$ cat src/twcr_pkg.sv
// ----------------------------------------------------------------------------
// twcr_pkg
// Types and fixed constants of the textured wall column renderer.
// ----------------------------------------------------------------------------
package twcr_pkg;

   localparam int ROW_W      = 6;
   localparam int Y_W        = ROW_W + 1;
   localparam int COL_W      = 10;
   localparam int SEL_W      = 2;
   localparam int TADDR_W    = 12;
   localparam int TEXEL_W    = 32;
   localparam int DIST_W     = 16;
   localparam int COORD_W    = 16;
   localparam int SIZE_W     = 7;
   localparam int HGT_W      = 16;
   localparam int TROW_W     = 8;
   localparam int DIV_NUM_W  = 24;
   localparam int DIV_DEN_W  = 16;
   localparam int CSR_ADDR_W = 4;
   localparam int CSR_DATA_W = 32;
   localparam int QUEUE_DEPTH = 2;

   localparam logic CMD_LOAD = 1'b0;
   localparam logic CMD_DRAW = 1'b1;

   localparam logic [1:0] REG_HORIZON    = 2'd0;
   localparam logic [1:0] REG_TEX_WIDTH  = 2'd1;
   localparam logic [1:0] REG_TEX_HEIGHT = 2'd2;

   localparam logic [ROW_W-1:0]  HORIZON_RESET = 6'd32;
   localparam logic [SIZE_W-1:0] SIZE_RESET    = 7'd64;

   typedef struct packed {
      logic                command;
      logic [SEL_W-1:0]    texture_select;
      logic [TADDR_W-1:0]  texel_address;
      logic [TEXEL_W-1:0]  texel_value;
      logic [COL_W-1:0]    column;
      logic [DIST_W-1:0]   distance;
      logic [COORD_W-1:0]  wall_coord;
   } req_payload_type;

   typedef struct packed {
      logic [COL_W-1:0]    pixel_column;
      logic [ROW_W-1:0]    pixel_row;
      logic [TEXEL_W-1:0]  pixel_color;
      logic                last_pixel;
   } rsp_payload_type;

   typedef struct packed {
      logic [ROW_W-1:0]  horizon_row;
      logic [SIZE_W-1:0] texture_width;
      logic [SIZE_W-1:0] texture_height;
   } cfg_type;

   typedef struct packed {
      logic                 start;
      logic [DIV_NUM_W-1:0] numerator;
      logic [DIV_DEN_W-1:0] denominator;
   } div_req_type;

   typedef struct packed {
      logic                 done;
      logic [DIV_NUM_W-1:0] quotient;
      logic [DIV_DEN_W-1:0] remainder;
   } div_rsp_type;

   typedef struct packed {
      logic [1:0] level;
      logic       pop;
   } queue_status_type;

endpackage

$ cat src/twcr_div.sv
// ----------------------------------------------------------------------------
// twcr_div
// Restoring divider that retires one quotient bit per cycle.
// ----------------------------------------------------------------------------
module twcr_div (
   input  logic                  clock,
   input  logic                  reset,
   input  twcr_pkg::div_req_type req,
   output twcr_pkg::div_rsp_type rsp
);

   localparam int NUM_W = twcr_pkg::DIV_NUM_W;
   localparam int DEN_W = twcr_pkg::DIV_DEN_W;
   localparam int CNT_W = $clog2(NUM_W + 1);

   logic             busy_ff, busy_in;
   logic             done_ff, done_in;
   logic [CNT_W-1:0] count_ff, count_in;
   logic [NUM_W-1:0] quot_ff, quot_in;
   logic [DEN_W-1:0] rem_ff, rem_in;
   logic [DEN_W-1:0] den_ff, den_in;
   logic [DEN_W:0]   trial;
   logic [DEN_W:0]   diff;

   assign trial = {rem_ff, quot_ff[NUM_W-1]};
   assign diff  = trial - {1'b0, den_ff};

   always_comb begin
      busy_in  = busy_ff;
      done_in  = 1'b0;
      count_in = count_ff;
      quot_in  = quot_ff;
      rem_in   = rem_ff;
      den_in   = den_ff;
      if (req.start) begin
         busy_in  = 1'b1;
         count_in = CNT_W'(NUM_W);
         quot_in  = req.numerator;
         rem_in   = '0;
         den_in   = req.denominator;
      end else if (busy_ff) begin
         if (!diff[DEN_W]) begin
            rem_in  = diff[DEN_W-1:0];
            quot_in = {quot_ff[NUM_W-2:0], 1'b1};
         end else begin
            rem_in  = trial[DEN_W-1:0];
            quot_in = {quot_ff[NUM_W-2:0], 1'b0};
         end
         count_in = count_ff - 1'b1;
         if (count_ff == CNT_W'(1)) begin
            busy_in = 1'b0;
            done_in = 1'b1;
         end
      end
   end

   always_ff @(posedge clock) begin
      if (reset) begin
         busy_ff  <= 1'b0;
         done_ff  <= 1'b0;
         count_ff <= '0;
      end else begin
         busy_ff  <= busy_in;
         done_ff  <= done_in;
         count_ff <= count_in;
      end
   end

   always_ff @(posedge clock) begin
      quot_ff <= quot_in;
      rem_ff  <= rem_in;
      den_ff  <= den_in;
   end

   assign rsp.done      = done_ff;
   assign rsp.quotient  = quot_ff;
   assign rsp.remainder = rem_ff;

endmodule

$ cat config.mk
export PLATFORM = sky130hd
export DESIGN_NAME = twcr_div
export DESIGN_NICKNAME = d
export VERILOG_FILES = /design/src/twcr_pkg.sv /design/src/twcr_div.sv
export SDC_FILE = /design/constraint.sdc
export NUM_CORES = 1
export LEC_CHECK = 0
export BUFFER_PORTS_ARGS = -buffer_cell sky130_fd_sc_hd__buf_4
export CELL_PAD_IN_SITES_DETAIL_PLACEMENT = 0
export CELL_PAD_IN_SITES_GLOBAL_PLACEMENT = 2
export CORE_MARGIN = 3
export CORE_UTILIZATION = 36
export CTS_BUF_LIST = sky130_fd_sc_hd__clkbuf_16
export CTS_CLUSTER_SIZE = 24
export DETAILED_ROUTE_END_ITERATION = 10
export PLACE_DENSITY_LB_ADDON = 0.2
export SLEW_MARGIN = 30
export SYNTH_ARGS = -nofsm -noshare
export SYNTH_HDL_FRONTEND = slang
export SYNTH_SLANG_ARGS = --single-unit
$ cat constraint.sdc
create_clock -name clock -period 7.05 [get_ports clock]
set_clock_uncertainty 0.2 [all_clocks]
set_input_delay 0.3525 -clock clock [delete_from_list [all_inputs] [get_ports clock]]
set_output_delay 0.3525 -clock clock [all_outputs]
set_load 0.02 [all_outputs]
==> flow_summary.json <==
{
  "worst_pin_slew_ps": 906.8,
  "overflow": 0,
  "die_y_um": 102.0,
  "layout_min_cycle_time_ps": 3381,
  "cp_max_fo": 12,
  "clk_latency_ps": 320,
  "worstSetupPathType": "reg -> reg",
  "ys_async_sr_fraction_pct": 0,
  "finalNetCount": 453,
  "fin_setup_tns_ps": 0,
  "highest_layer": "met4",
  "h-tree-depth": 3,
  "antenna_left": 0,
  "die_x_um": 102.0,
  "post_cts_buffers": 0,
  "die_area_um2": 10400,
  "layout_commonest_cell": "buf_4",
  "drc": 0,
  "syn_area_per_cell_um2": 11.36,
  "start_kind": "flop",
  "drt-initial-drc-count": 87,
  "cts_tree": "done",
  "core_area_um2": 8848,
  "wl_met2_um": 3462,
  "synth_nets": 354,
  "synthFlopType": "edfxtp_1",
  "cp-end-kind": "flop",
  "vias": 2496,
  "rsz0062_at_grt": "false",
  "hpwl_um": 5097,
  "dp.cells": 472,
  "instances_no_fill": 504,
  "row_count": 34,
  "grt_usage_pct": 14.83,
  "ir_drop_v": 0.0001413,
  "hold_viol": 0,
  "grt_pass1_vias": 2478,
  "hold_path.class": "in -> reg",
  "final_cell_mix": "85 x buf_4, 40 x edfxtp_1, 27 x nor2_1",
  "max_cap_violations": 0,
  "crit_arrival_ps": 3350,
  "clk_path_buf_depth": 2,
  "io_pins": 84,
  "yosysSeqAreaShare_pct": 50.09,
  "syn_area_um2": 3317,
  "drive_above_1_share_pct": 33.33,
  "grt_first_pass_wirelength_um": 12040,
  "fmax_mhz": 295.8,
  "finalCritPeriodShare_pct": 47.95,
  "max_slew_margin_pct": 39.48,
  "dr.pass1.iters": 4,
  "areaGrowthSynthToFinish_pct": 35.42,
  "wl_per_cell_um": 14.71,
  "antenna_found_initial": 0,
  "drv_slew": 0,
  "clock_sinks": 63,
  "wirelength_um": 7413,
  "yosys_register_bits": 63,
  "p_leak_nw": 1.901,
  "status": "finished, final reports clean",
  "grt_start_max_net_pins": 65,
  "wl_met1_um": 3493,
  "synthCells": 292,
  "cp.required_ps": 7020,
  "synth_cell_types": 44,
  "setup_viol": 0,
  "antenna_cells": 0,
  "viasPerCell": 4.952,
  "synth_warnings": 0,
  "root_buffer": "clkbuf_16",
  "routed-wl-met3_um": 409,
  "port_buffers": 83,
  "numCtsBuffers": 9,
  "clk_pin_slew_ps": 60,
  "initial_utilization_pct": 37.49,
  "gp_congestion": 0.8131,
  "powerDensity_nw_per_um2": 261.9,
  "synth_edf_count": 40
}
==> synthesized netlist by cell type (2+ instances only) <==
master	count	area [um2]
o211ai_1	3	22.52
a21o_1	3	22.52
dfxtp_1	23	460.4
buf_4	2	15.01
mux2i_1	12	120.1
nand3_1	4	20.02
nor2b_1	4	25.02
o21ai_0	8	40.04
xnor2_1	8	70.07
nand2b_1	3	18.77
xor2_1	9	78.83
a211oi_1	11	82.58
o21a_1	2	15.01
nor3b_1	3	22.52
and2_1	2	12.51
nand2_1	14	52.55
nor4b_1	2	17.52
inv_1	20	75.07
edfxtp_1	40	1201
ha_1	18	225.2
a221oi_2	2	30.03
nor2_1	27	101.4
clkbuf_1	8	30.03
a21oi_1	14	70.07
nor3_1	6	30.03
a2111oi_0	2	17.52
a31oi_1	2	12.51
mux2_2	24	270.3
==> report_power, final <==
part           total [mW]  internal [mW]  switching, mW  leakage [nW]
Sequential          0.455          0.432         0.0227         0.588
Clock               0.438          0.274          0.164         0.145
Combinational       0.283          0.135          0.148          1.17
Total                1.18          0.841          0.335          1.90
==> layout make-up <==
| type | instances | area (um2) |
|---|---|---|
| multi-input cells | 196 | 1523 |
| clock buffers | 9 | 225.2 |
| flip-flops and latches | 63 | 1662 |
| fillers | 797 | 4357 |
| repair buffers | 101 | 798.3 |
| well taps | 108 | 135.1 |
| clock inverters | 7 | 73.82 |
| inverters | 20 | 75.07 |
==> final timing paths <==
| kind | from | end | slack, ps | cells after the start |
|---|---|---|---|---|
| hold / removal | reset | count_ff[4] | 50 | 2 |
| setup reg to reg | quot_ff[23] | rem_ff[3] | 3670 | 11 |
| hold reg to reg | count_ff[1] | count_ff[1] | 310 | 2 |
| setup / recovery | quot_ff[23] | rem_ff[3] | 3670 | 11 |
==> per-stage QoR <==
step | util (%) | cell area (um2) | hold slack, ps | power (mW) | worst slack (ps)
floorplan | - | 3317 | 224.9 | 0.6482 | 4128
global placement | 45.57 | 4033 | 292.1 | 0.7393 | 3766
detailed placement | 45.57 | 4033 | 302.2 | 0.7394 | 3660
CTS | 50.76 | 4492 | 34.07 | 1.196 | 3630
global route | 50.76 | 4492 | 37.17 | 1.243 | 3418
finish | 50.76 | 4492 | 49.16 | 1.176 | 3669
==> state kept, by name (all words and copies together) (netlist names) <==
signal,cells
done_ff,1
den_ff,16
quot_ff,24
rem_ff,16
busy_ff,1
count_ff,5
==> worst max-delay path: stages (launching register included) <==
cell      delay (ps)
edfxtp_1         340
inv_1             60
ha_1             220
fa_1             390
nand2b_1         170
a21oi_1          180
o21ai_0          220
o21ai_1          250
xor2_2           550
buf_4            330
mux2i_1          220
a211oi_1          90
==> repair_timing <==
item,4_1_cts,5_1_grt
gates resized for setup,0,0
hold buffers,16,0
endpoints found under the setup margin,0,0
endpoints found under the hold margin,16,0
==> logic make-up after synthesis <==
family | Yosys count | share of synthesized area (%)
and+or+nand+nor | 69 | 9.959
DFF | 63 | 50.09
AOI/OAI and AO/OA | 54 | 11.62
muxes | 37 | 12.22
buffers and inverters | 33 | 4.224
adders and majority gates | 19 | 7.394
xor gates and xnor gates | 17 | 4.489
==> metal layers <==
layer  track usage, %  vias to the layer above
met5                0                        -
met4            3.330                        0
met3            5.256                        5
met2            22.84                       68
met1            20.19                     1163
li1                 -                     1260
Note: power is estimated with default switching activity, not from simulation.
