`src/twcr_pkg.sv`:
```
// ----------------------------------------------------------------------------
// twcr_pkg
// Types and fixed constants of the textured wall column renderer.
// ----------------------------------------------------------------------------
package twcr_pkg;

   localparam int ROW_W      = 6;
   localparam int Y_W        = ROW_W + 1;
   localparam int COL_W      = 10;
   localparam int SEL_W      = 2;
   localparam int TADDR_W    = 12;
   localparam int TEXEL_W    = 32;
   localparam int DIST_W     = 16;
   localparam int COORD_W    = 16;
   localparam int SIZE_W     = 7;
   localparam int HGT_W      = 16;
   localparam int TROW_W     = 8;
   localparam int DIV_NUM_W  = 24;
   localparam int DIV_DEN_W  = 16;
   localparam int CSR_ADDR_W = 4;
   localparam int CSR_DATA_W = 32;
   localparam int QUEUE_DEPTH = 2;

   localparam logic CMD_LOAD = 1'b0;
   localparam logic CMD_DRAW = 1'b1;

   localparam logic [1:0] REG_HORIZON    = 2'd0;
   localparam logic [1:0] REG_TEX_WIDTH  = 2'd1;
   localparam logic [1:0] REG_TEX_HEIGHT = 2'd2;

   localparam logic [ROW_W-1:0]  HORIZON_RESET = 6'd32;
   localparam logic [SIZE_W-1:0] SIZE_RESET    = 7'd64;

   typedef struct packed {
      logic                command;
      logic [SEL_W-1:0]    texture_select;
      logic [TADDR_W-1:0]  texel_address;
      logic [TEXEL_W-1:0]  texel_value;
      logic [COL_W-1:0]    column;
      logic [DIST_W-1:0]   distance;
      logic [COORD_W-1:0]  wall_coord;
   } req_payload_type;

   typedef struct packed {
      logic [COL_W-1:0]    pixel_column;
      logic [ROW_W-1:0]    pixel_row;
      logic [TEXEL_W-1:0]  pixel_color;
      logic                last_pixel;
   } rsp_payload_type;

   typedef struct packed {
      logic [ROW_W-1:0]  horizon_row;
      logic [SIZE_W-1:0] texture_width;
      logic [SIZE_W-1:0] texture_height;
   } cfg_type;

   typedef struct packed {
      logic                 start;
      logic [DIV_NUM_W-1:0] numerator;
      logic [DIV_DEN_W-1:0] denominator;
   } div_req_type;

   typedef struct packed {
      logic                 done;
      logic [DIV_NUM_W-1:0] quotient;
      logic [DIV_DEN_W-1:0] remainder;
   } div_rsp_type;

   typedef struct packed {
      logic [1:0] level;
      logic       pop;
   } queue_status_type;

endpackage

```
`src/twcr_csr.sv`:
```
// ----------------------------------------------------------------------------
// twcr_csr
// Configuration registers with texture size clamping for the renderer.
// ----------------------------------------------------------------------------
module twcr_csr #(
   parameter int TEX_SIZE = 64
) (
   input  logic                                clock,
   input  logic                                reset,
   input  logic                                psel,
   input  logic                                penable,
   input  logic                                pwrite,
   input  logic [twcr_pkg::CSR_ADDR_W-1:0]     paddr,
   input  logic [twcr_pkg::CSR_DATA_W-1:0]     pwdata,
   output logic [twcr_pkg::CSR_DATA_W-1:0]     prdata,
   output twcr_pkg::cfg_type                   cfg
);

   localparam int SIZE_CAP = (TEX_SIZE > 127) ? 127 : TEX_SIZE;

   logic [twcr_pkg::ROW_W-1:0]  horizon_ff, horizon_in;
   logic [twcr_pkg::SIZE_W-1:0] width_ff, width_in;
   logic [twcr_pkg::SIZE_W-1:0] height_ff, height_in;
   logic [1:0]                  reg_idx;
   logic                        wr_en;

   function automatic logic [twcr_pkg::SIZE_W-1:0] clamp_size(
      input logic [twcr_pkg::SIZE_W-1:0] v
   );
      logic [twcr_pkg::SIZE_W-1:0] r;
      r = v;
      if (v == '0) begin
         r = twcr_pkg::SIZE_W'(1);
      end else if (int'(v) > SIZE_CAP) begin
         r = twcr_pkg::SIZE_W'(SIZE_CAP);
      end
      return r;
   endfunction

   assign reg_idx = paddr[3:2];
   assign wr_en   = psel & penable & pwrite;

   always_comb begin
      horizon_in = horizon_ff;
      width_in   = width_ff;
      height_in  = height_ff;
      if (wr_en) begin
         unique case (reg_idx)
            twcr_pkg::REG_HORIZON:    horizon_in = pwdata[twcr_pkg::ROW_W-1:0];
            twcr_pkg::REG_TEX_WIDTH:  width_in   = pwdata[twcr_pkg::SIZE_W-1:0];
            twcr_pkg::REG_TEX_HEIGHT: height_in  = pwdata[twcr_pkg::SIZE_W-1:0];
            default: ;
         endcase
      end
   end

   always_ff @(posedge clock) begin
      if (reset) begin
         horizon_ff <= twcr_pkg::HORIZON_RESET;
         width_ff   <= twcr_pkg::SIZE_RESET;
         height_ff  <= twcr_pkg::SIZE_RESET;
      end else begin
         horizon_ff <= horizon_in;
         width_ff   <= width_in;
         height_ff  <= height_in;
      end
   end

   always_comb begin
      unique case (reg_idx)
         twcr_pkg::REG_HORIZON:    prdata = twcr_pkg::CSR_DATA_W'(horizon_ff);
         twcr_pkg::REG_TEX_WIDTH:  prdata = twcr_pkg::CSR_DATA_W'(width_ff);
         twcr_pkg::REG_TEX_HEIGHT: prdata = twcr_pkg::CSR_DATA_W'(height_ff);
         default:                  prdata = '0;
      endcase
   end

   assign cfg.horizon_row    = horizon_ff;
   assign cfg.texture_width  = clamp_size(width_ff);
   assign cfg.texture_height = clamp_size(height_ff);

endmodule

```
`config.mk`:
```
export PLATFORM = sky130hd
export DESIGN_NAME = twcr_csr
export DESIGN_NICKNAME = d
export VERILOG_FILES = /design/src/twcr_pkg.sv /design/src/twcr_csr.sv
export SDC_FILE = /design/constraint.sdc
export NUM_CORES = 1
export LEC_CHECK = 0
export BUFFER_PORTS_ARGS = -buffer_cell sky130_fd_sc_hd__buf_4
export CORE_ASPECT_RATIO = 1.25
export CORE_MARGIN = 5
export CORE_UTILIZATION = 45
export CTS_BUF_LIST = sky130_fd_sc_hd__clkbuf_4
export DETAILED_ROUTE_END_ITERATION = 8
export PLACE_DENSITY_LB_ADDON = 0.05
export SYNTH_ARGS = -nofsm -noshare
export SYNTH_HDL_FRONTEND = slang
export SYNTH_SLANG_ARGS = --single-unit
```
`constraint.sdc`:
```
create_clock -name clock -period 2.3 [get_ports clock]
set_input_delay 0.46 -clock clock [delete_from_list [all_inputs] [get_ports clock]]
set_output_delay 0.46 -clock clock [all_outputs]
set_load 0.03 [all_outputs]
```
==> flow_metrics.tcl, run 1 <==
set metrics [dict create \
    max_freq_mhz 558 \
    hold_viol 0 \
    antenna_found_initial 0 \
    r2r_setup_slack_ns 1.50 \
    power_density_mw_per_mm2 447 \
    grt_usage_pct 14.6 \
    core_mm2 0.00271 \
    critical-path-top-delay-family "buffers and inverters" \
    grt_max_degree 29 \
    period_share_pct 77.9 \
    root_buffer "clkbuf_4" \
    skew_ns 0 \
    start_util_pct 47.0 \
    n_antenna_cell 0 \
    fp.dieW_um 57.6 \
    syn_avg_cell_area_um2 8.72 \
    cp_common_cell "buf_4" \
    worstSetupPathType "primary input to primary output" \
    first_pass_iters 4 \
    place_ws_ns 0.503 \
    drcViolationCount 0 \
    die_h_um 69.5 \
    grt_pass1_vias 949 \
    setup_violations 0 \
    cts_buffer_depth 2 \
    critPathMaxStageDelay_ns 0.29 \
    routed_wl_um 2820 \
    required_ns 1.84 \
    maxCapViolations 0 \
    final_common_cell "buf_4" \
    holdWs_ns 0.410 \
    areaGrowthSynthToFinish_pct 18.0 \
    drt_iter0_drc 37 \
    grt_pass1_wl_um 4600 \
    worstPathMaxFanout 10 \
    cts_tree "done" \
    hold_buffers 0 \
    layout-drive-gt1-share_pct 26.0 \
    grt_overflow 0 \
    slew_violations 0 \
    dpl.hpwl_um 2260 \
    place.port_buffers 40 \
    wire_per_inst_um 13.1 \
    cts_buffers 3 \
    p_leak_nw 0.740 \
    post_cts_buffers 0 \
    critical_path_buf_inv_count 2 \
    gp_congestion 0.782 \
    crit_path_top_delay_cell "and2b_2" \
    clk_pin_slew_worst_paths_ns 0.11 \
    crit_path_cell_trace "buf_4 -> and2b_2 -> a22o_1 -> buf_4" \
    fillers 277 \
    via_per_inst 4.67 \
    start_kind "primary input" \
    synth_cell_types 20 \
    cts.sinks 20 \
    num_vias 1004 \
    synth_area_mm2 0.00127 \
    end_kind "primary output" \
    post-route-min-period_ns 1.79 \
    yosysWarnings 0 \
    rows 21 \
    die_area_mm2 0.00400 \
    synth_seq_cells 20 \
    num_io_pins 93 \
    setup_tns_ns 0 \
    synthCells 146 \
    layout.nets 223 \
    hold_class "primary input to flop" \
    rsz0062_at_grt "false" \
    final_cell_mix "buf_4, mux2i_1, conb_1, nand2b_1, dfxtp_1" \
    peakVddDrop_uv 257 \
    status "completed" \
    ys_seq_area_share_pct 31.5 \
    antenna_left 0 \
    worst_ep_arrival_time_ns 1.33 \
    ctsHtreeMaxLevel 1 \
    insertion_delay_ns 0.30 \
    setup_ws_ns 0.508 \
    cts_resized 0 \
]
-- power breakdown --
| group | leakage (nW) | total [mW] | internal [mW] | switching (mW) |
|---|---|---|---|---|
| registers | 0.162 | 0.356 | 0.351 | 0.00476 |
| clock network | 0.0154 | 0.174 | 0.0634 | 0.110 |
| logic | 0.563 | 0.141 | 0.0423 | 0.0992 |
-- layout make-up --
| class | instances | area (um^2) | share of cell area (%) |
|---|---|---|---|
| multi-input cells | 116 | 724 | 48.3 |
| flip-flops and latches | 20 | 400 | 26.7 |
| repair buffers | 41 | 308 | 20.5 |
| well taps | 34 | 42.5 | 2.83 |
| clock buffers | 3 | 22.5 | 1.50 |
| clock inverters | 1 | 3.75 | 0.250 |
-- logic make-up after synthesis --
| kind of cell | synth area share (%) |
|---|---|
| other cells | 0.295 |
| mux | 20.5 |
| flops | 31.5 |
| simple gates | 25.3 |
| buf+inv | 18.7 |
| compound gates | 3.84 |
-- worst paths after layout --
path | from | to | depth (start not counted)
max | paddr[3] | prdata[6] | 4
min | pwdata[5] | horizon_ff[5] | 3
min reg2reg | height_ff[0] | height_ff[0] | 2
max reg2reg | height_ff[6] | height_ff[6] | 2
-- cell usage after synthesis --
cell type / count / area, um^2
mux2i_1: 26 / 260
buf_4: 25 / 188
nand2b_1: 23 / 144
dfxtp_1: 20 / 400
nor2b_1: 10 / 62.6
nor2_1: 9 / 33.8
clkbuf_1: 6 / 22.5
nand2_1: 6 / 22.5
o21ai_0: 6 / 30.0
a21oi_1: 2 / 10.0
and2b_2: 2 / 17.5
buf_6: 2 / 22.5
nor3_1: 2 / 10.0
a22o_1: 1 / 8.76
buf_2: 1 / 5.00
conb_1: 1 / 3.75
nand3_1: 1 / 5.00
nand4_2: 1 / 12.5
nor3b_1: 1 / 7.51
or3_1: 1 / 6.26
-- registers in the layout, summed over array words and instances, names as in the netlist --
| signal | flops |
|---|---|
| width_ff | 7 |
| horizon_ff | 6 |
| height_ff | 7 |
-- metrics by stage --
| stage | utilization (%) | power (mW) | std cells | area, um^2 |
|---|---|---|---|---|
| CTS | 55.5 | 0.680 | 215 | 1500 |
| global route | 55.5 | 0.695 | 215 | 1500 |
| detailed placement | 54.5 | 0.504 | 211 | 1480 |
| floorplan | - | 0.502 | 170 | 1360 |
| global placement | 54.5 | 0.503 | 211 | 1480 |
| finish | 55.5 | 0.671 | 215 | 1500 |
-- worst register-to-register path, cell delays in order (launching register included) --
cell and delay [ns]:
dfxtp_1 0.53, nor2_1 0.09, mux2i_1 0.12
-- metal layers --
metal,routed length (um),track usage (%),share of wire [%],up-vias
li1,-,-,-,495
met1,1060,17.1,38,457
met2,1450,24.9,51,48
met3,276,2.98,9.8,4
met4,31,6.19,1.1,0
met5,0,0,0,-
Note: power is estimated with default switching activity, not from simulation.
==> run 2: changes to the inputs <==
CORE_UTILIZATION = 38   (was 45)
clock period = 1.6 ns   (was 2.3 ns; I/O delays follow)
==> flow_metrics.tcl, run 2 (same netlist as run 1, synthesis figures left out) <==
set metrics [dict create \
    status "completed" \
    grt_max_degree 29 \
    grt_usage_pct 12.8 \
    setup_violations 0 \
    drt_iter0_drc 19 \
    setup_ws_ns 0.0775 \
    n_antenna_cell 0 \
    end_kind "primary output" \
    place.port_buffers 40 \
    cts_resized 0 \
    holdWs_ns 0.279 \
    setup_tns_ns 0 \
    dpl.hpwl_um 2350 \
    insertion_delay_ns 0.30 \
    num_vias 1016 \
    final_common_cell "buf_4" \
    cts.sinks 20 \
    r2r_setup_slack_ns 0.78 \
    hold_buffers 0 \
    reg_top3 "height_ff: 7 flops, width_ff: 7 flops, horizon_ff: 6 flops" \
    num_io_pins 93 \
    start_util_pct 39.5 \
    hold_class "primary input to flop" \
    grt_pass1_vias 975 \
    drcViolationCount 0 \
    place_ws_ns 0.0828 \
    start_kind "primary input" \
    power_density_mw_per_mm2 733 \
    ctsHtreeMaxLevel 1 \
    via_per_inst 4.66 \
    grt_overflow 0 \
    fp.dieW_um 61.8 \
    rows 23 \
    worst_ep_arrival_time_ns 1.20 \
    final_cell_mix "buf_4, mux2i_1, conb_1, nand2b_1, dfxtp_1" \
    clk_pin_slew_worst_paths_ns 0.12 \
    period_share_pct 95.2 \
    worstPathMaxFanout 10 \
    first_pass_iters 5 \
    rsz0062_at_grt "false" \
    slew_violations 0 \
    grt_pass1_wl_um 4370 \
    cts_tree "done" \
    required_ns 1.28 \
    layout.nets 223 \
    peakVddDrop_uv 443 \
    worstSetupPathType "primary input to primary output" \
    post-route-min-period_ns 1.52 \
    antenna_found_initial 0 \
    die_area_mm2 0.00461 \
    cts_buffer_depth 2 \
    skew_ns 0 \
    max_freq_mhz 657 \
    antenna_left 0 \
    cts_buffers 3 \
    layout-drive-gt1-share_pct 27.6 \
    maxCapViolations 0 \
    root_buffer "clkbuf_4" \
    hold_viol 0 \
    post_cts_buffers 0 \
    wire_per_inst_um 13.3 \
    core_mm2 0.00322 \
    routed_wl_um 2910 \
    die_h_um 74.7 \
    areaGrowthSynthToFinish_pct 20.8 \
    gp_congestion 0.765 \
    p_leak_nw 0.754 \
]
==> run 2: changes by cell type in the layout (fill, tap and decap cells not counted) <==
cell / delta
nor3_1: -1
dfxtp_2: +1
o21ai_1: +6
bufinv_16: +1
dfxtp_1: -1
clkinv_1: -1
nor3_2: +1
o21ai_0: -6
==> run 2: critical path, cell delays in order <==
cell and delay, ns:
buf_4 0.18, and2b_2 0.29, a22o_1 0.24, buf_4 0.16
==> run 2: path summary, 6_finish.rpt <==
check | startpoint | endpoint | depth (start not counted)
worst max-delay path | paddr[3] | prdata[6] | 4
worst min-delay path | pwdata[5] | horizon_ff[5] | 3
worst max register to register | height_ff[6] | height_ff[6] | 2
worst min register to register | horizon_ff[1] | horizon_ff[1] | 2
==> run 2: stage by stage <==
stage                     instances  area [um^2]  power [mW]  util [%]
after floorplan                 170         1360       0.722         -
after global placement          214         1480       0.724      45.9
after detailed placement        214         1480       0.726      45.9
after CTS                       218         1530        1.14      47.5
after global routing            218         1540        1.18      47.7
final                           218         1540        1.13      47.7
==> run 2: layout make-up <==
cell class              instances  area, um^2
clock inverters                 1        30.0
fillers                       331        1690
multi-input cells             116         729
well taps                      37        46.3
repair buffers                 41         308
flip-flops and latches         20         402
clock buffers                   3        22.5
==> run 2: power by group <==
| part | leakage, nW | switching [mW] | total [mW] | internal (mW) |
|---|---|---|---|---|
| Clock | 0.0279 | 0.159 | 0.412 | 0.253 |
| Combinational | 0.564 | 0.143 | 0.204 | 0.0612 |
| Sequential | 0.162 | 0.00707 | 0.511 | 0.504 |
==> run 2: metal layers <==
| metal | share of wire (%) | vias up | global-route usage (%) | wire length, um |
|---|---|---|---|---|
| met1 | 39 | 469 | 14.5 | 1130 |
| met3 | 8.6 | 4 | 2.06 | 249 |
| met5 | 0 | - | 0 | 0 |
| met2 | 51 | 47 | 22.6 | 1480 |
| met4 | 1.4 | 0 | 6.13 | 42 |
| li1 | - | 496 | - | - |
