**src/twcr_pkg.sv**
```systemverilog
// ----------------------------------------------------------------------------
// twcr_pkg
// Types and fixed constants of the textured wall column renderer.
// ----------------------------------------------------------------------------
package twcr_pkg;

   localparam int ROW_W      = 6;
   localparam int Y_W        = ROW_W + 1;
   localparam int COL_W      = 10;
   localparam int SEL_W      = 2;
   localparam int TADDR_W    = 12;
   localparam int TEXEL_W    = 32;
   localparam int DIST_W     = 16;
   localparam int COORD_W    = 16;
   localparam int SIZE_W     = 7;
   localparam int HGT_W      = 16;
   localparam int TROW_W     = 8;
   localparam int DIV_NUM_W  = 24;
   localparam int DIV_DEN_W  = 16;
   localparam int CSR_ADDR_W = 4;
   localparam int CSR_DATA_W = 32;
   localparam int QUEUE_DEPTH = 2;

   localparam logic CMD_LOAD = 1'b0;
   localparam logic CMD_DRAW = 1'b1;

   localparam logic [1:0] REG_HORIZON    = 2'd0;
   localparam logic [1:0] REG_TEX_WIDTH  = 2'd1;
   localparam logic [1:0] REG_TEX_HEIGHT = 2'd2;

   localparam logic [ROW_W-1:0]  HORIZON_RESET = 6'd32;
   localparam logic [SIZE_W-1:0] SIZE_RESET    = 7'd64;

   typedef struct packed {
      logic                command;
      logic [SEL_W-1:0]    texture_select;
      logic [TADDR_W-1:0]  texel_address;
      logic [TEXEL_W-1:0]  texel_value;
      logic [COL_W-1:0]    column;
      logic [DIST_W-1:0]   distance;
      logic [COORD_W-1:0]  wall_coord;
   } req_payload_type;

   typedef struct packed {
      logic [COL_W-1:0]    pixel_column;
      logic [ROW_W-1:0]    pixel_row;
      logic [TEXEL_W-1:0]  pixel_color;
      logic                last_pixel;
   } rsp_payload_type;

   typedef struct packed {
      logic [ROW_W-1:0]  horizon_row;
      logic [SIZE_W-1:0] texture_width;
      logic [SIZE_W-1:0] texture_height;
   } cfg_type;

   typedef struct packed {
      logic                 start;
      logic [DIV_NUM_W-1:0] numerator;
      logic [DIV_DEN_W-1:0] denominator;
   } div_req_type;

   typedef struct packed {
      logic                 done;
      logic [DIV_NUM_W-1:0] quotient;
      logic [DIV_DEN_W-1:0] remainder;
   } div_rsp_type;

   typedef struct packed {
      logic [1:0] level;
      logic       pop;
   } queue_status_type;

endpackage

```
**src/twcr_out_queue.sv**
```systemverilog
// ----------------------------------------------------------------------------
// twcr_out_queue
// Two-entry result queue between the texture read and the result channel.
// ----------------------------------------------------------------------------
module twcr_out_queue (
   input  logic                        clock,
   input  logic                        reset,
   input  logic                        push,
   input  twcr_pkg::rsp_payload_type   push_data,
   input  logic                        stall,
   output logic                        valid,
   output twcr_pkg::rsp_payload_type   data,
   output twcr_pkg::queue_status_type  status
);

   twcr_pkg::rsp_payload_type entry_ff [twcr_pkg::QUEUE_DEPTH];
   logic [1:0] count_ff, count_in;
   logic       wr_ptr_ff, wr_ptr_in;
   logic       rd_ptr_ff, rd_ptr_in;
   logic       pop;

   assign valid = (count_ff != 2'd0);
   assign pop   = valid && !stall;

   always_comb begin
      count_in  = count_ff + 2'(push) - 2'(pop);
      wr_ptr_in = wr_ptr_ff ^ push;
      rd_ptr_in = rd_ptr_ff ^ pop;
   end

   always_ff @(posedge clock) begin
      if (reset) begin
         count_ff  <= '0;
         wr_ptr_ff <= 1'b0;
         rd_ptr_ff <= 1'b0;
      end else begin
         count_ff  <= count_in;
         wr_ptr_ff <= wr_ptr_in;
         rd_ptr_ff <= rd_ptr_in;
      end
   end

   always_ff @(posedge clock) begin
      if (push) begin
         entry_ff[wr_ptr_ff] <= push_data;
      end
   end

   assign data         = entry_ff[rd_ptr_ff];
   assign status.level = count_ff;
   assign status.pop   = pop;

endmodule

```
**config.mk**
```make
export PLATFORM = sky130hd
export DESIGN_NAME = twcr_out_queue
export DESIGN_NICKNAME = d
export VERILOG_FILES = /design/src/twcr_pkg.sv /design/src/twcr_out_queue.sv
export SDC_FILE = /design/constraint.sdc
export NUM_CORES = 1
export LEC_CHECK = 0
export ABC_CLOCK_PERIOD_IN_PS = 5400
export BUFFER_PORTS_ARGS = -buffer_cell sky130_fd_sc_hd__buf_2
export CORE_ASPECT_RATIO = 1.2
export CORE_MARGIN = 2
export CORE_UTILIZATION = 25
export DETAILED_ROUTE_END_ITERATION = 16
export PLACE_DENSITY = 0.44
export SLEW_MARGIN = 40
export SYNTH_ARGS = -nofsm -noshare
export SYNTH_HDL_FRONTEND = slang
export SYNTH_SLANG_ARGS = --single-unit
```
**constraint.sdc**
```tcl
create_clock -name clock -period 5.4 [get_ports clock]
set_clock_uncertainty 0.1 [all_clocks]
set_input_delay 0.54 -clock clock [delete_from_list [all_inputs] [get_ports clock]]
set_output_delay 0.54 -clock clock [all_outputs]
set_load 0.03 [all_outputs]
```
==> flow_summary_export.csv, run 1 <==
group,metric,value,unit
layout,drive_gt1_share,58.3,%
setup_path,worst_ep_arrival_time,2050,ps
placement,hpwl,4490,um
setup_path,worst_reg2reg_setup_slack,3630,ps
detailed_routing,routedWlPerCell,14.4,um
floorplanning,chipHeight,139,um
synth,yosysWarningCount,0,
setup_path,worst_r2r_src,"wr_ptr_ff",
floorplanning,die_x,116,um
detailed_routing,antenna_left,0,
timing,final_max_slew_viol_count,0,
detailed_routing,met2RoutedLength,3590,um
outcome,outcome,"finished, final reports clean",
detailed_routing,route.top_layer_used,"met4",
floorplanning,core-area,14900,um^2
floorplanning,floorplan.initialDensity,25.4,%
timing,hold_violations,0,
synth,synthesis.nets,231,
detailed_routing,post_drt_via_cell_ratio,3.95,
clocking,cts_hold_repair.buffers,0,
global_routing,grt_max_degree,40,
synth,post_synth_instance_area,3780,um^2
layout,antennaDiodeCount,0,
detailed_routing,met1_length,2810,um
synth,syn_avg_cell_area,21.8,um^2
detailed_routing,num_vias,1953,
detailed_routing,firstDrtPassIters,4,
setup_path,critical_path_class,"flip-flop to primary output",
min_path,hp-start,"push_data[33]",
synth,yosysSeqAreaShare,79.9,%
clocking,numClockSinks,102,
clocking,cts.htree.levels,3,
job,drv_cap,0,
min_path,hold_path.class,"input pin to flip-flop",
setup_path,setup.worst_path.end_class,"primary output",
global_routing,track_usage,9.33,%
synth,postSynthCellCount,174,
floorplanning,floorplan.die_area,16100,um^2
layout,final_cell_mix,"sky130_fd_sc_hd__buf_2 (105), sky130_fd_sc_hd__edfxtp_1 (98), sky130_fd_sc_hd__mux2_2 (46)",
clocking,postCtsSetupRepairBufs,0,
power_and_ir_drop,fin_total_pwr,2110,uW
layout,syn2layout_area_growth,26.6,%
layout,final_common_cell,"sky130_fd_sc_hd__buf_2",
detailed_routing,drt-initial-drc-count,49,
clocking,worst_setup_hold_path_clk_slew,60,ps
synth,synth_top_area_cell,"sky130_fd_sc_hd__edfxtp_1",
clocking,cts-root-to-sink-buffers,2,
timing,relSlewSlack,60.0,%
clocking,cts_buffers,9,
setup_path,worst_setup_path_start_kind,"flip-flop",
global_routing,grt_pass1_vias,2150,
timing,min_period_over_period,49.7,%
global_routing,global_route_wire_length_before_repair,10900,um
clocking,clkLatencyLatePin,340,ps
setup_path,critical_path_peak_fanout,34,
timing,finalCriticalPeriod,2690,ps
detailed_routing,drt_drc_violations_left,0,
synth,synth_largest_type_area_fraction,77.8,%
placement,buffer_ports.inserted,105,
setup_path,worst_ep_required_time,4760,ps
detailed_routing,drt_wl_total,7130,um
clocking,clock_tree_from_tritoncts,"done",
detailed_routing,met3WireLength,563,um
power_and_ir_drop,power.density_cell_area,440,nW/um^2
layout,finalNonFillerCells,494,
placement,dpl.cell_count,479,
global_routing,grt-ovfl-total,0,
timing,maxClockFrequency,0.372,GHz
placement,rd_place_congestion,0.627,
synth,yosys_register_bits,102,
floorplanning,io_pins,106,
clocking,ctsResizeCount,0,
timing,setup_repair_after_global_routing_missed_its_margin,"false",
timing,aggregate_negative_setup_slack,0,ps
floorplanning,core.rowCount,49,
synth,synth.distinct_cells,13,
timing,max_slew.worst_pin.slew,601,ps
layout,design.final.nets,343,
setup_path,crit_path_start,"rd_ptr_ff",
power_and_ir_drop,irDropWorstVdd,0.141,mV
global_routing,grt_antenna_before_repair,0,
clocking,clock_tree.root_cell,"sky130_fd_sc_hd__clkbuf_16",
synth,netlist_top_cells_area,"sky130_fd_sc_hd__edfxtp_1 (78%), sky130_fd_sc_hd__mux2_2 (14%), sky130_fd_sc_hd__dfxtp_1 (2.1%), sky130_fd_sc_hd__buf_6 (1.8%), sky130_fd_sc_hd__ha_1 (1.3%)",
timing,final-setup-viol-count,0,
power_and_ir_drop,total_leakage_power,0.00177,uW
-- cell usage after synthesis, drive strengths merged --
| master | count |
|---|---|
| inv | 3 |
| or2 | 1 |
| buf | 7 |
| o21ba | 1 |
| nor2b | 2 |
| xnor3 | 1 |
| ha | 4 |
| nor2 | 3 |
| mux2 | 50 |
| dfxtp | 4 |
| edfxtp | 98 |
-- metal layers --
metal,vias up,global-route usage [%]
met5,-,0
met4,0,4.51
met1,965,9.85
li1,897,-
met2,77,15.5
met3,14,4.33
-- final cells by class --
class	count	area (um^2)
clock buffer	13	240
multi-input combinational	62	681
fill	1492	10100
sequential	102	3020
clock inverter	2	33.8
timing repair buffer	108	548
tap	204	255
inverter	3	11.3
-- metrics by stage --
step | utilization, % | cell area (um^2) | hold slack [ps] | worst slack [ps]
after global routing | 32.2 | 4790 | 260 | 2570
final | 32.2 | 4790 | 282 | 2710
after CTS | 32.2 | 4790 | 260 | 2610
after floorplan | - | 3780 | 419 | 3130
after detailed placement | 30.3 | 4520 | 476 | 3010
after global placement | 30.3 | 4520 | 452 | 3020
-- kinds of logic after synthesis --
kind of cell | share of synthesized area [%]
simple gates | 0.793
buf+inv | 2.28
compound gates | 0.264
mux | 14.9
flops | 79.9
xor+xnor | 0.595
fa+ha+maj | 1.32
-- report_power, final --
group,switching (uW),internal [uW]
Clock,261,356
Sequential,30.8,930
Combinational,332,202
Total,623,1490
-- sequential cells by signal, indices dropped and copies added, names as in the netlist --
| name | count |
|---|---|
| entry_ff | 98 |
| count_ff | 2 |
| rd_ptr_ff | 1 |
| wr_ptr_ff | 1 |
-- final timing paths --
path         depth (start not counted)         endpoint
min reg2reg                          3        wr_ptr_ff
max                                  3         data[24]
max reg2reg                          2  entry_ff[1][25]
min                                  1  entry_ff[0][33]
-- worst max-delay path, cell delays in order, from the launching register on --
cell and delay [ps]:
sky130_fd_sc_hd__dfxtp_2 590, sky130_fd_sc_hd__buf_4 510, sky130_fd_sc_hd__mux2_2 400, sky130_fd_sc_hd__buf_2 180
No activity file was read; power rests on OpenSTA's default activity.
==> run 2: changes to the inputs <==
--- a/config.mk
+++ b/config.mk
@@ -5,7 +5,7 @@
 export SDC_FILE = /design/constraint.sdc
 export NUM_CORES = 1
 export LEC_CHECK = 0
-export ABC_CLOCK_PERIOD_IN_PS = 5400
+export ABC_CLOCK_PERIOD_IN_PS = 2800
 export BUFFER_PORTS_ARGS = -buffer_cell sky130_fd_sc_hd__buf_2
 export CORE_ASPECT_RATIO = 1.2
 export CORE_MARGIN = 2
==> constraint.sdc (replaced) <==
create_clock -name clock -period 2.8 [get_ports clock]
set_clock_uncertainty 0.1 [all_clocks]
set_input_delay 0.28 -clock clock [delete_from_list [all_inputs] [get_ports clock]]
set_output_delay 0.28 -clock clock [all_outputs]
set_load 0.03 [all_outputs]
==> run 2 against run 1 <==
  * Count of clock-buffer cells in the layout shrank 2
  * Largest power group unchanged
  * Die area is the same
  * Routed wire length shrank 5.7%
  * Non-clock buffer count is the same
  * Sequential power grew 94%
  * Core utilization grew 0.38 points
  * Register-to-register slack lost 2500 ps
  * Final cell count grew 0.20%
  * Power grew 95%
==> flow_summary_export.csv, run 2 (synthesis results as in run 1) <==
group,metric,value,unit
outcome,outcome,"finished, final reports clean",
clocking,cts_buffers,9,
clocking,numClockSinks,102,
floorplanning,core.rowCount,49,
power_and_ir_drop,internal-power,2890,uW
layout,design.final.nets,343,
setup_path,cpPeakStageDelay,650,ps
floorplanning,chipHeight,139,um
clocking,worst_setup_hold_path_clk_slew,70,ps
timing,min_period_over_period,79.4,%
timing,aggregate_negative_setup_slack,0,ps
job,drv_cap,0,
detailed_routing,antenna_left,0,
timing,final-setup-viol-count,0,
detailed_routing,post_drt_via_cell_ratio,3.80,
clocking,cts_hold_repair.buffers,0,
placement,dpl.cell_count,479,
placement,rd_place_congestion,0.616,
placement,buffer_ports.inserted,105,
layout,final_common_cell,"sky130_fd_sc_hd__buf_2",
layout,drive_gt1_share,59.1,%
layout,finalNonFillerCells,495,
timing,setup_repair_after_global_routing_missed_its_margin,"false",
setup_path,worst_ep_required_time,2420,ps
setup_path,worst_setup_path_start_kind,"flip-flop",
detailed_routing,firstDrtPassIters,4,
power_and_ir_drop,power_frac_comb,25.4,%
power_and_ir_drop,switch_share,29.5,%
layout,antennaDiodeCount,0,
layout,nFillCells,1489,
setup_path,cp_cell_sequence,"buf_12, mux2_2, buf_2",
detailed_routing,routedWlPerCell,13.6,um
global_routing,grt-ovfl-total,0,
global_routing,track_usage,8.82,%
setup_path,critical_path_class,"flip-flop to primary output",
clocking,clock_tree.root_cell,"sky130_fd_sc_hd__clkbuf_16",
clocking,clkLatencyLatePin,330,ps
layout,largest_register_ff_count,98,
clocking,clock_tree_from_tritoncts,"done",
clocking,cts.htree.levels,3,
detailed_routing,drt-initial-drc-count,32,
clocking,postCtsSetupRepairBufs,0,
power_and_ir_drop,net-switching-power,1210,uW
layout,syn2layout_area_growth,28.1,%
setup_path,rr_worst_depth,2,
setup_path,critical_path_peak_fanout,33,
min_path,hold_path.class,"input pin to flip-flop",
floorplanning,die_x,116,um
placement,hpwl,4300,um
timing,maxClockFrequency,0.450,GHz
layout,final_cell_mix,"sky130_fd_sc_hd__buf_2 (105), sky130_fd_sc_hd__edfxtp_1 (98), sky130_fd_sc_hd__mux2_2 (46)",
clocking,ctsResizeCount,0,
clocking,cts-root-to-sink-buffers,2,
timing,max_slew.worst_pin.slew,616,ps
timing,finalCriticalPeriod,2220,ps
setup_path,setup.worst_path.end_class,"primary output",
timing,hold_violations,0,
layout,registers.top_by_ff_count,"entry_ff",
timing,final_max_slew_viol_count,0,
min_path,min_delay_path_depth,1,
floorplanning,floorplan.initialDensity,25.4,%
floorplanning,floorplan.die_area,16100,um^2
power_and_ir_drop,fin_total_pwr,4110,uW
power_and_ir_drop,power_frac_clock,29.5,%
timing,hold-worst-slack,30.1,ps
global_routing,global_route_wire_length_before_repair,10500,um
setup_path,worst_path_max_delay_cell,"sky130_fd_sc_hd__dfxtp_2",
detailed_routing,drt_drc_violations_left,0,
detailed_routing,num_vias,1883,
power_and_ir_drop,total_leakage_power,0.00179,uW
setup_path,worst_ep_arrival_time,1840,ps
power_and_ir_drop,pwr-share-seq,45.2,%
power_and_ir_drop,irDropWorstVdd,0.234,mV
timing,relSlewSlack,59.0,%
global_routing,grt_max_degree,34,
layout,reg_top3,"entry_ff: 98 flops, count_ff: 2 flops",
global_routing,grt_antenna_before_repair,0,
global_routing,grt_pass1_vias,2068,
floorplanning,core-area,14900,um^2
floorplanning,io_pins,106,
power_and_ir_drop,power.density_cell_area,847,nW/um^2
detailed_routing,drt_wl_total,6720,um
run 2: cell types whose count changed in the layout (fill, tap and decap cells not counted), sizes merged:
cell    delta
clkinv     +3
clkbuf     -2
run 2: final timing paths:
path                       from         endpoint  slack [ps]
hold reg to reg       wr_ptr_ff        wr_ptr_ff         480
hold / removal    push_data[16]  entry_ff[1][16]          30
setup / recovery      rd_ptr_ff         data[10]         580
setup reg to reg      wr_ptr_ff  entry_ff[1][48]        1140
run 2: cell type report:
type                       count  area [um^2]  area share (%)
sequential                   102         3020            62.4
clock buffer                  11          233            4.80
inverter                       3         11.3           0.232
tap                          204          255            5.26
multi-input combinational     62          681            14.0
timing repair buffer         108          586            12.1
clock inverter                 5         60.1            1.24
run 2: metrics by stage:
step / setup slack [ps] / area, um^2 / utilization, %
floorplan: 738 / 3780 / -
global placement: 844 / 4560 / 30.6
detailed placement: 876 / 4560 / 30.6
CTS: 501 / 4850 / 32.6
global route: 423 / 4850 / 32.6
finish: 576 / 4850 / 32.6
run 2: power by group through the flow:
stage / Sequential (uW) / Clock (uW) / Combinational, uW
3_5_place_dp: 1900 / 0 / 1060
2_1_floorplan: 1880 / 0 / 810
4_1_cts: 1860 / 1260 / 1070
5_1_grt: 1880 / 1320 / 1110
3_3_place_gp: 1890 / 0 / 1060
6_report: 1860 / 1210 / 1040
run 2: metal layers:
layer | up-vias | GRT usage (%) | wire, um | share of wire (%)
met3 | 7 | 3.19 | 453 | 6.7
met5 | - | 0 | 0 | 0
met4 | 0 | 3.76 | 109 | 1.6
met2 | 63 | 14.6 | 3400 | 51
met1 | 916 | 10.2 | 2750 | 41
li1 | 897 | - | - | -
run 2: critical path: cells and delay by family, from the launching register on:
family | cells | cell delay, ps
DFF | 1 | 650
muxes | 1 | 370
buffers and inverters | 2 | 470
